File: src/sv/msps_pkg.sv
// Shared types and constants for the Mode S fractional phase slicer.
// Used by the front, queue and back modules; depends on nothing.
package msps_pkg;

  // Decoupling queue between the front and the back.
  localparam int QUEUE_DEPTH = 4;
  localparam int QPTR_W      = 2;
  localparam int QCNT_W      = 3;

  // Downlink format sets, one bit per DF value.
  localparam logic [31:0] DF_SHORT_SET = 32'h0000_0831;
  localparam logic [31:0] DF_LONG_SET  = 32'h0037_0000;
  localparam logic [3:0]  LONG_BYTES   = 4'd14;
  localparam logic [3:0]  SHORT_BYTES  = 4'd7;

  // Fractional phase values and sample steps.
  localparam logic [2:0] PHASE_LAST  = 3'd4;
  localparam logic [2:0] STEP_NORMAL = 3'd3;
  localparam logic [2:0] STEP_WRAP   = 3'd4;

  // Event handed from the front to the back: a restart marker, or a bit
  // decision point with the phase that selects the correlator.
  typedef struct packed {
    logic       is_start;
    logic [2:0] phase;
  } msps_evt_t;

  localparam int EVT_W = $bits(msps_evt_t);

endpackage

File: src/sv/msps_front.sv
// Front of the slicer: shifts samples into the window and tracks skip,
// bit timing and fractional phase. Depends on msps_pkg.
module msps_front #(
  parameter int SAMPLE_WIDTH = 16
) (
  input  logic                        clk,
  input  logic                        rst_n,
  input  logic                        accept,
  input  logic [SAMPLE_WIDTH-1:0]     sample,
  input  logic                        start_req,
  input  logic [3:0]                  trial_phase,
  output logic                        push,
  output msps_pkg::msps_evt_t         evt,
  output logic [4*SAMPLE_WIDTH-1:0]   window
);
  import msps_pkg::*;

  logic [4*SAMPLE_WIDTH-1:0] win_r, win_nxt;
  logic                      active_r, active_nxt;
  logic [1:0]                skip_r, skip_nxt;
  logic [2:0]                ste_r, ste_nxt;
  logic [2:0]                phase_r, phase_nxt;
  logic [1:0]                tp_skip;
  logic [3:0]                tp_rem;
  logic [2:0]                ste_dec;

  // Split the trial phase into a whole-sample skip and a remainder.
  always_comb begin
    if (trial_phase >= 4'd15) begin
      tp_skip = 2'd3;
    end else if (trial_phase >= 4'd10) begin
      tp_skip = 2'd2;
    end else if (trial_phase >= 4'd5) begin
      tp_skip = 2'd1;
    end else begin
      tp_skip = 2'd0;
    end
    tp_rem = trial_phase - {tp_skip, 2'b00} - {2'b00, tp_skip};
  end

  // Window shift and bit timing.
  always_comb begin
    win_nxt    = win_r;
    active_nxt = active_r;
    skip_nxt   = skip_r;
    ste_nxt    = ste_r;
    phase_nxt  = phase_r;
    push       = 1'b0;
    evt        = '{is_start: 1'b0, phase: phase_r};
    ste_dec    = ste_r - 3'd1;
    if (accept) begin
      win_nxt = {sample, win_r[4*SAMPLE_WIDTH-1:SAMPLE_WIDTH]};
      if (start_req) begin
        active_nxt = 1'b1;
        skip_nxt   = tp_skip;
        phase_nxt  = tp_rem[2:0];
        ste_nxt    = STEP_NORMAL;
        push       = 1'b1;
        evt        = '{is_start: 1'b1, phase: tp_rem[2:0]};
      end else if (active_r) begin
        if (skip_r != 2'd0) begin
          skip_nxt = skip_r - 2'd1;
        end else if (ste_dec != 3'd0) begin
          ste_nxt = ste_dec;
        end else begin
          push = 1'b1;
          if (phase_r >= PHASE_LAST) begin
            phase_nxt = 3'd0;
            ste_nxt   = STEP_WRAP;
          end else begin
            phase_nxt = phase_r + 3'd1;
            ste_nxt   = STEP_NORMAL;
          end
        end
      end
    end
  end

  // The event carries the window as it stands after this sample.
  assign window = win_nxt;

  always_ff @(posedge clk) begin
    if (!rst_n) begin
      win_r    <= '0;
      active_r <= 1'b0;
      skip_r   <= 2'd0;
      ste_r    <= 3'd0;
      phase_r  <= 3'd0;
    end else begin
      win_r    <= win_nxt;
      active_r <= active_nxt;
      skip_r   <= skip_nxt;
      ste_r    <= ste_nxt;
      phase_r  <= phase_nxt;
    end
  end

endmodule

File: src/sv/msps_queue.sv
// Short register queue that decouples the front from the back.
// Depends on msps_pkg for its depth.
module msps_queue #(
  parameter int WIDTH = 68
) (
  input  logic             clk,
  input  logic             rst_n,
  input  logic             push,
  input  logic [WIDTH-1:0] push_data,
  input  logic             pop,
  output logic [WIDTH-1:0] pop_data,
  output logic             not_empty,
  output logic             not_full
);
  import msps_pkg::*;

  logic [WIDTH-1:0]  mem_r [QUEUE_DEPTH];
  logic [QPTR_W-1:0] wr_ptr_r, rd_ptr_r;
  logic [QCNT_W-1:0] count_r;
  logic              do_push, do_pop;

  assign not_empty = (count_r != QCNT_W'(0));
  assign not_full  = (count_r != QCNT_W'(QUEUE_DEPTH));
  assign do_push   = push && not_full;
  assign do_pop    = pop && not_empty;
  assign pop_data  = mem_r[rd_ptr_r];

  // Storage is written at the tail.
  always_ff @(posedge clk) begin
    if (do_push) begin
      mem_r[wr_ptr_r] <= push_data;
    end
  end

  // Pointers and fill count.
  always_ff @(posedge clk) begin
    if (!rst_n) begin
      wr_ptr_r <= '0;
      rd_ptr_r <= '0;
      count_r  <= '0;
    end else begin
      if (do_push) begin
        wr_ptr_r <= wr_ptr_r + QPTR_W'(1);
      end
      if (do_pop) begin
        rd_ptr_r <= rd_ptr_r + QPTR_W'(1);
      end
      if (do_push && !do_pop) begin
        count_r <= count_r + QCNT_W'(1);
      end else if (do_pop && !do_push) begin
        count_r <= count_r - QCNT_W'(1);
      end
    end
  end

endmodule

File: src/sv/msps_back.sv
// Back of the slicer: correlator bit decision, byte assembly, DF check and
// the output register. Depends on msps_pkg.
module msps_back #(
  parameter int SAMPLE_WIDTH = 16
) (
  input  logic                        clk,
  input  logic                        rst_n,
  input  logic                        q_valid,
  input  msps_pkg::msps_evt_t         evt,
  input  logic [4*SAMPLE_WIDTH-1:0]   window,
  output logic                        q_pop,
  output logic                        out_valid,
  input  logic                        out_ready,
  output logic [7:0]                  data_byte,
  output logic [3:0]                  byte_index,
  output logic                        last,
  output logic                        bad_format
);
  import msps_pkg::*;

  localparam int AW = SAMPLE_WIDTH + 6;
  localparam logic signed [AW-1:0] K2  = AW'(2);
  localparam logic signed [AW-1:0] K4  = AW'(4);
  localparam logic signed [AW-1:0] K6  = AW'(6);
  localparam logic signed [AW-1:0] K8  = AW'(8);
  localparam logic signed [AW-1:0] K10 = AW'(10);

  logic signed [AW-1:0] m0, m1, m2, m3, corr;
  logic                 bit_val;
  logic [7:0]           new_shift;

  logic       active_r, active_nxt;
  logic [2:0] bit_cnt_r, bit_cnt_nxt;
  logic [7:0] shift_r, shift_nxt;
  logic [3:0] byte_cnt_r, byte_cnt_nxt;
  logic [3:0] msg_bytes_r, msg_bytes_nxt;
  logic       out_valid_r, out_valid_nxt;
  logic [7:0] out_byte_r, out_byte_nxt;
  logic [3:0] out_idx_r, out_idx_nxt;
  logic       out_last_r, out_last_nxt;
  logic       out_bad_r, out_bad_nxt;
  logic [3:0] msg_sel;
  logic       bad, lastb;
  logic [4:0] df;

  // Window samples, oldest first, as non-negative signed values.
  assign m0 = signed'({{(AW-SAMPLE_WIDTH){1'b0}}, window[0*SAMPLE_WIDTH +: SAMPLE_WIDTH]});
  assign m1 = signed'({{(AW-SAMPLE_WIDTH){1'b0}}, window[1*SAMPLE_WIDTH +: SAMPLE_WIDTH]});
  assign m2 = signed'({{(AW-SAMPLE_WIDTH){1'b0}}, window[2*SAMPLE_WIDTH +: SAMPLE_WIDTH]});
  assign m3 = signed'({{(AW-SAMPLE_WIDTH){1'b0}}, window[3*SAMPLE_WIDTH +: SAMPLE_WIDTH]});

  // Weighted correlator picked by the fractional phase.
  always_comb begin
    case (evt.phase)
      3'd1:    corr = K8 * m0 + K6 * m1 - K10 * m2 - K4 * m3;
      3'd2:    corr = K6 * m0 + K10 * m1 - K10 * m2 - K6 * m3;
      3'd3:    corr = K4 * m0 + K10 * m1 - K6 * m2 - K8 * m3;
      3'd4:    corr = K2 * m0 + K10 * m1 - K2 * m2 - K10 * m3;
      default: corr = K10 * m0 + K2 * m1 - K10 * m2 - K2 * m3;
    endcase
  end

  assign bit_val   = (corr > AW'(signed'(0)));
  assign new_shift = {shift_r[6:0], bit_val};
  assign df        = new_shift[7:3];

  // Take an event only when the output register can hold a new byte.
  assign q_pop = q_valid && (!out_valid_r || out_ready);

  // Byte assembly and message framing.
  always_comb begin
    active_nxt    = active_r;
    bit_cnt_nxt   = bit_cnt_r;
    shift_nxt     = shift_r;
    byte_cnt_nxt  = byte_cnt_r;
    msg_bytes_nxt = msg_bytes_r;
    out_valid_nxt = out_valid_r && !out_ready;
    out_byte_nxt  = out_byte_r;
    out_idx_nxt   = out_idx_r;
    out_last_nxt  = out_last_r;
    out_bad_nxt   = out_bad_r;
    msg_sel       = msg_bytes_r;
    bad           = 1'b0;
    lastb         = 1'b0;
    if (byte_cnt_r == 4'd0) begin
      if (DF_LONG_SET[df]) begin
        msg_sel = LONG_BYTES;
      end else if (DF_SHORT_SET[df]) begin
        msg_sel = SHORT_BYTES;
      end else begin
        bad = 1'b1;
      end
    end
    lastb = bad || (({1'b0, byte_cnt_r} + 5'd1) >= {1'b0, msg_sel});
    if (q_pop) begin
      if (evt.is_start) begin
        active_nxt    = 1'b1;
        bit_cnt_nxt   = 3'd0;
        shift_nxt     = 8'd0;
        byte_cnt_nxt  = 4'd0;
        msg_bytes_nxt = 4'd0;
      end else if (active_r) begin
        shift_nxt   = new_shift;
        bit_cnt_nxt = bit_cnt_r + 3'd1;
        if (bit_cnt_r == 3'd7) begin
          out_valid_nxt = 1'b1;
          out_byte_nxt  = new_shift;
          out_idx_nxt   = byte_cnt_r;
          out_last_nxt  = lastb;
          out_bad_nxt   = bad;
          shift_nxt     = 8'd0;
          if (!bad) begin
            msg_bytes_nxt = msg_sel;
            byte_cnt_nxt  = byte_cnt_r + 4'd1;
          end
          if (lastb) begin
            active_nxt = 1'b0;
          end
        end
      end
    end
  end

  // Control state.
  always_ff @(posedge clk) begin
    if (!rst_n) begin
      active_r    <= 1'b0;
      bit_cnt_r   <= 3'd0;
      shift_r     <= 8'd0;
      byte_cnt_r  <= 4'd0;
      msg_bytes_r <= 4'd0;
      out_valid_r <= 1'b0;
    end else begin
      active_r    <= active_nxt;
      bit_cnt_r   <= bit_cnt_nxt;
      shift_r     <= shift_nxt;
      byte_cnt_r  <= byte_cnt_nxt;
      msg_bytes_r <= msg_bytes_nxt;
      out_valid_r <= out_valid_nxt;
    end
  end

  // Output payload.
  always_ff @(posedge clk) begin
    out_byte_r <= out_byte_nxt;
    out_idx_r  <= out_idx_nxt;
    out_last_r <= out_last_nxt;
    out_bad_r  <= out_bad_nxt;
  end

  assign out_valid  = out_valid_r;
  assign data_byte  = out_byte_r;
  assign byte_index = out_idx_r;
  assign last       = out_last_r;
  assign bad_format = out_bad_r;

`ifndef SYNTH
  // A rejected first byte always closes the message at position zero.
  a_bad_is_last: assert property (@(posedge clk) disable iff (!rst_n)
    out_valid_r && out_bad_r |-> out_last_r && (out_idx_r == 4'd0))
    else $error("rejected byte not flagged last at index zero");

  // An accepted byte is last exactly when it fills the selected length.
  a_last_matches_len: assert property (@(posedge clk) disable iff (!rst_n)
    out_valid_r && !out_bad_r |->
      (out_last_r == (({1'b0, out_idx_r} + 5'd1) == {1'b0, msg_bytes_r})))
    else $error("last flag disagrees with message length");

  // The queue is never drained while a held byte waits.
  a_no_pop_on_stall: assert property (@(posedge clk) disable iff (!rst_n)
    q_pop |-> (!out_valid_r || out_ready))
    else $error("event taken while output stalled");
`endif

endmodule

File: src/sv/mode_s_fractional_phase_slicer.sv
// Top level of the Mode S fractional phase slicer.
// Depends on msps_pkg, msps_front, msps_queue and msps_back.
//
// The slicer takes one magnitude sample per clock and emits sliced message
// bytes. A sample flagged with start_req (the first after the preamble)
// restarts slicing with the given trial phase; a partial message is dropped.
// The first byte's DF field picks a 7- or 14-byte message, and an unknown DF
// yields that byte with bad_format and tlast set. Rate: one sample per cycle
// sustained; the front pushes a bit event into a 4-entry queue and the back
// drains one event per cycle, so in_tready drops only when output stalls
// have filled that queue. When the queue and output register are empty, the
// event of the sample completing a byte's last bit is registered in the
// queue and then in the output register, which raises out_tvalid.
module mode_s_fractional_phase_slicer #(
  parameter int SAMPLE_WIDTH = 16
) (
  input  logic        clk,
  input  logic        rst_n,
  input  logic        in_tvalid,
  output logic        in_tready,
  input  logic [23:0] in_tdata,   // [15:0] sample, [19:16] trial_phase, rest zero
  input  logic        in_tuser,   // [0] start_req
  output logic        out_tvalid,
  input  logic        out_tready,
  output logic [15:0] out_tdata,  // [7:0] data_byte, [11:8] byte_index, rest zero
  output logic        out_tlast,
  output logic        out_tuser   // [0] bad_format
);
  import msps_pkg::*;

  localparam int WIN_W = 4 * SAMPLE_WIDTH;
  localparam int Q_W   = WIN_W + EVT_W;

  logic             accept, push, q_pop, q_valid, q_ready;
  msps_evt_t        f_evt, b_evt;
  logic [WIN_W-1:0] f_win, b_win;
  logic [Q_W-1:0]   q_out;
  logic [7:0]       data_byte;
  logic [3:0]       byte_index;

  assign in_tready = q_ready;
  assign accept    = in_tvalid && q_ready;

  msps_front #(.SAMPLE_WIDTH(SAMPLE_WIDTH)) u_front (
    .clk         (clk),
    .rst_n       (rst_n),
    .accept      (accept),
    .sample      (in_tdata[SAMPLE_WIDTH-1:0]),
    .start_req   (in_tuser),
    .trial_phase (in_tdata[19:16]),
    .push        (push),
    .evt         (f_evt),
    .window      (f_win)
  );

  msps_queue #(.WIDTH(Q_W)) u_queue (
    .clk       (clk),
    .rst_n     (rst_n),
    .push      (push),
    .push_data ({f_evt, f_win}),
    .pop       (q_pop),
    .pop_data  (q_out),
    .not_empty (q_valid),
    .not_full  (q_ready)
  );

  assign b_evt = msps_evt_t'(q_out[Q_W-1:WIN_W]);
  assign b_win = q_out[WIN_W-1:0];

  msps_back #(.SAMPLE_WIDTH(SAMPLE_WIDTH)) u_back (
    .clk        (clk),
    .rst_n      (rst_n),
    .q_valid    (q_valid),
    .evt        (b_evt),
    .window     (b_win),
    .q_pop      (q_pop),
    .out_valid  (out_tvalid),
    .out_ready  (out_tready),
    .data_byte  (data_byte),
    .byte_index (byte_index),
    .last       (out_tlast),
    .bad_format (out_tuser)
  );

  assign out_tdata = {4'd0, byte_index, data_byte};

endmodule

File: config.mk
export PLATFORM = sky130hd
export DESIGN_NAME = mode_s_fractional_phase_slicer
export DESIGN_NICKNAME = d
export VERILOG_FILES = /design/src/sv/msps_pkg.sv /design/src/sv/msps_front.sv /design/src/sv/msps_queue.sv /design/src/sv/msps_back.sv /design/src/sv/mode_s_fractional_phase_slicer.sv
export SDC_FILE = /design/constraint.sdc
export NUM_CORES = 1
export LEC_CHECK = 0
export BUFFER_PORTS_ARGS = -buffer_cell sky130_fd_sc_hd__clkbuf_2
export CAP_MARGIN = 25
export CORE_ASPECT_RATIO = 0.5
export CORE_MARGIN = 2
export CORE_UTILIZATION = 51
export DETAILED_ROUTE_END_ITERATION = 10
export HOLD_SLACK_MARGIN = 0.15
export PLACE_DENSITY = 0.72
export SYNTH_ARGS = -nofsm -noshare
export SYNTH_HDL_FRONTEND = slang
export SYNTH_SLANG_ARGS = --single-unit
File: constraint.sdc
create_clock -name clk -period 7.9 [get_ports clk]
set_input_delay 0.395 -clock clk [delete_from_list [all_inputs] [get_ports clk]]
set_output_delay 0.395 -clock clk [all_outputs]
set_load 0.05 [all_outputs]
* Word level (Yosys, flattened, before mapping) *
Memory sizes are Yosys's and may differ from the RTL's. A register that Yosys moved wholly into a read port is not among the register bits.
Cells that the tools add are included.

word-level totals
  memories = 3
  logic and storage cells = 166
  register bits after elaboration = 114
  memory bits (read-only) = 64
  output and inout port bits = 20
  bits in writable memories = 272

cells by class
  bitwise operators = 1
  multiplexer cells = 64
  add/sub/neg operators = 27
  multipliers = 8
  equal/unequal tests = 9
  reductions and logical operators = 29
  order comparisons = 7

memory list
  memory            words  bits a word  read ports  clocked after memory_dff  wr ports  line              text
  u_queue.mem_r     4      68           1           1                         1         msps_queue.sv:17  logic [WIDTH-1:0] mem_r [QUEUE_DEPTH];
  (name not given)  32     1            1           1                         0         msps_back.sv:86   if (DF_LONG_SET[df]) begin
  (name not given)  32     1            1           1                         0         msps_back.sv:88   end else if (DF_SHORT_SET[df]) begin

operators with widths
  operator                                             count
  subtractor 22 bit                                    5
  one-hot mux 22 bit (4 select lines)                  1
  multiplier 3 x 16 -> 19 bit, first input constant    4
  multiplier 2 x 16 -> 18 bit, first input constant    4
  2-to-1 mux 64 bit                                    1
  2-to-1 mux 4 bit                                     13
  subtractor 22 x 18 -> 22 bit                         2
  2-to-1 mux 3 bit                                     14
  adder 18 x 22 -> 22 bit                              1
  adder 19 x 22 -> 22 bit                              1
  adder 20 x 22 -> 22 bit                              1
  adder 22 x 18 -> 22 bit                              1
  adder 22 bit                                         1
  > comparator 22 x 1 -> 1 bit, second input constant  1
  subtractor 22 x 19 -> 22 bit                         1
  subtractor 22 x 20 -> 22 bit                         1
  subtractor 22 x 21 -> 22 bit                         1
  2-to-1 mux 1 bit                                     21
  2-to-1 mux 7 bit                                     3
  2-to-1 mux 5 bit                                     4
  2-to-1 mux 2 bit                                     7
  AND reduction 4 bit                                  3
  nonzero test 2 bit                                   6
  adder 3 x 1 -> 3 bit, second input constant          3
  other kinds (25)                                     45

* Logic depth before layout (Yosys ltp) *
  depth in word-level cells = 12
  mapped depth = 36
  gate-level depth less buffers = 32

* Hierarchy *
A second synthesis with hierarchy kept.

second synthesis, totals
  cell total of the unflattened synthesis = 2,850
  area total of the unflattened synthesis = 30,996.0 um2

by module, submodules not included
  module                          instances  area an instance (um2)  cells each
  msps_back                       1          17,315.4                2,145
  msps_queue                      1          10,309.9                404
  msps_front                      1          3,330.7                 295
  mode_s_fractional_phase_slicer  1          40.0                    6

* Worst setup path before layout *
Ideal clock, no wire load.

  path kind = register to register
  start point = register (tool-made name)
  end point = register u_back.out_byte_r[0], in the netlist u_back.data_byte[0] (data pin)
  clock period less this slack = 8,422 ps
  cell stages (with the launch flop) = 34
  arrival = 8,157 ps
  path slack = -522 ps
  cell sequence = dfxtp_1 -> buf_6 -> buf_2 -> buf_1 -> buf_1 -> mux4_2 -> ha_1 -> ha_1 -> fa_1 -> a21o_1 -> a21oi_1 -> o21bai_1 -> a21oi_1 -> o21bai_1 -> a21oi_1 -> o21bai_1 -> a2111o_1 -> nand2_1 -> xor2_1 -> inv_1 -> fa_1 -> fa_1 -> inv_1 -> ha_1 -> a211oi_1 -> o221ai_1 -> nor4_1 -> a211o_1 -> a311oi_1 -> o211ai_1 -> o2111ai_1 -> or2_0 -> a2111oi_2 -> nor2_1

RTL lines
  what                  line              text
  to (signal assigned)  msps_back.sv:145  out_byte_r <= out_byte_nxt;
  to (decl)             msps_back.sv:38   logic [7:0] out_byte_r, out_byte_nxt;

==> impl_metrics.ini <==
[sta]
period_share = 0.9827
max-slew-margin-rel = 0.3016
layout_min_cycle_time_ns = 7.763
timing.fmax_ghz = 0.1288
finClkSkew_ns = 0.02454
slew_viol_final = 0
setup_violations = 0
whs_ns = 0.2146
hold_viol = 0
tightest_slew_ns = 1.048
rsz0062_at_grt = true

[cts]
cts_tree = yes
htreeDepth = 2
cts.reportedPaths.clkPinSlew_ns = 0.06
cts_root_buf = clkbuf_16
cts_sinks = 390
clk_latency_ns = 0.54
cts_hold_repair.buffers = 0
numCtsBuffers = 40
clk_path_buf_depth = 3

[synthesis]
yosysWarnings = 0
ys_ff_latch = 390
synth-edff-count = 286
ys.flop_type = edfxtp_1
synth.distinct_cells = 86
synth-async-reset-ratio = 0
syn_avg_cell_area_um2 = 10.53
netlist_area_um2 = 30120
netlist_instances = 2860
ys_seq_area_frac = 0.3543

[global_routing]
grt_max_degree = 103
gr-total-overflow = 0
grt_pass1_wl_um = 122000
antenna_found_initial = 0
grt_pass1_vias = 22760
grt_use_total = 0.2566

[placement]
gp_congestion = 0.9793
io_buffers = 40
dpl.hpwl_um = 60870

[floorplan]
die_w_um = 347.7
start_util = 0.5204
die_area_um2 = 61130
die_y_um = 175.8
boundaryPins = 49
core_um2 = 57870
rows = 62

[route]
ant_nets = 0
drc_errors = 0
drt-vias-per-instance = 5.777
drt_wl_total_um = 79890
firstDrtPassIters = 5
wire_per_inst_um = 20.22
via_count = 22820
drt_iter0_drc = 2032

[setup_path]
crit_type = register to register
cp_slowest_cell = mux4_2
critPathArrivalTime_ns = 8.04
cp.required_ns = 8.18
rr_worst_depth = 32
cpPeakStageDelay_ns = 0.59
startpoint_type = register
path_max_fanout = 6
end_kind = register

[finish]
final_nets = 3667
final_common_cell = inv_1
drive_gt1_frac = 0.1889
multiInputGateArea_um2 = 18810
utilization = 0.6113
area_growth_pct = 17.47
layout_common_cells = 335 x inv_1, 294 x ha_1, 286 x edfxtp_1
fill_cells = 4525
register_area_um2 = 10680

[run_status]
status = finished clean

[min_path]
hold_class = input port to register
hold-path-cell-count = 3

[run]
maxCapViolations = 0
[Yosys cell counts (8+ instances only)]
library cell,n,area (um2)
inv_1,344,1291
ha_1,319,3991
edfxtp_1,286,8588
nand2_1,282,1059
fa_1,170,3403
nor2_1,159,596.8
a21oi_1,144,720.7
dfxtp_1,104,2082
xnor2_1,102,893.4
o21ai_0,87,435.4
and2_1,79,494.2
mux4_2,67,1509
xor2_1,65,569.3
nor3_1,51,255.2
nand3_1,45,225.2
a21o_1,42,315.3
clkbuf_1,42,157.7
nor2b_1,40,250.2
nand2b_1,37,231.5
o21bai_1,33,247.7
o21a_1,30,225.2
a31oi_1,21,131.4
a21boi_0,20,150.1
o211ai_1,17,127.6
nor3b_1,16,120.1
nor4_1,15,93.84
and3_1,13,81.33
a22oi_1,12,90.09
buf_1,12,45.04
o31ai_1,12,90.09
o22ai_1,11,68.82
o31a_1,11,96.34
mux2i_1,10,100.1
nand4_1,10,62.56
or3_1,10,62.56
a211oi_1,9,67.56
o2111ai_1,9,78.83
o41ai_1,8,70.07
[through the flow]
stage                     setup TNS [ns]  setup WS (ns)  instance area [um2]  std cells
final                                  0         0.1371                35380       3951
after global routing            -0.08760       -0.08760                35370       3949
after CTS                              0     0.00008260                34370       3928
after detailed placement         -0.2549        -0.1729                33010       3851
after global placement          -0.09135       -0.09135                32900       3847
after floorplan                        0        0.05539                30140       2863
[registers in the layout, indices dropped and copies added (netlist names), 2 cells and up, named ones only]
signal,count
u_queue.rd_ptr_r,2
u_back.bit_cnt_r,3
u_front.ste_r,3
u_back.data_byte,8
u_queue.wr_ptr_r,2
u_queue.count_r,3
u_back.msg_bytes_r,4
u_back.byte_cnt_r,4
u_front.win_r,64
u_back.shift_r,7
u_queue.mem_r,272
u_back.byte_index,4
u_front.phase_r,3
u_front.skip_r,2
[worst paths after layout]
kind / startpoint / to / slack [ns]
setup / recovery: register / u_back.data_byte[0] / 0.14
hold reg to reg: u_back.shift_r[6] / u_back.data_byte[7] / 0.46
setup reg to reg: register / u_back.data_byte[0] / 0.14
hold / removal: out_tready / u_back.out_valid / 0.21
[logic make-up after synthesis]
family,share of synthesized area
adder cells (fa/ha/maj),0.2462
flip-flops,0.3543
multiplexers,0.05455
XOR/XNOR,0.04911
other,0.0001245
AO/OA/AOI/OAI,0.1203
buffers and inverters,0.05164
AND/OR/NAND/NOR,0.1238
[cell type report]
type | instances | share of cell area
multi-input cells | 2066 | 0.5316
flip-flops and latches | 390 | 0.3018
repair buffers | 307 | 0.06851
inverters | 344 | 0.03650
clock buffers | 60 | 0.03070
well taps | 768 | 0.02716
clock inverters | 14 | 0.003537
diodes | 2 | 0.0001415
[routing by layer]
metal,up-vias,global-route usage,wire length (um)
met1,11280,0.3717,36470
met5,-,0,0
li1,10680,-,-
met3,82,0.04278,6627
met4,0,0.04600,967
met2,778,0.4115,35830
[critical path, delay by kind of cell, from the launching register on]
family | cells | cell delay [ns]
multiplexers | 2 | 0.91
flip-flops | 1 | 0.43
adder cells (fa/ha/maj) | 6 | 1.85
XOR/XNOR | 1 | 0.14
AND/OR/NAND/NOR | 4 | 0.57
AO/OA/AOI/OAI | 14 | 2.89
buffers and inverters | 5 | 0.69
[what timing repair did]
action,4_1_cts,5_1_grt
cloned,0,0
setup buffers,3,21
pin swaps,8,95
resized for setup,30,174
hold endpoints to repair,0,0
endpoints found under the setup margin,2,2
Power is left out: the tool's default activity adds up to more than one toggle a clock period on the data nets, which glitch-free logic cannot reach.
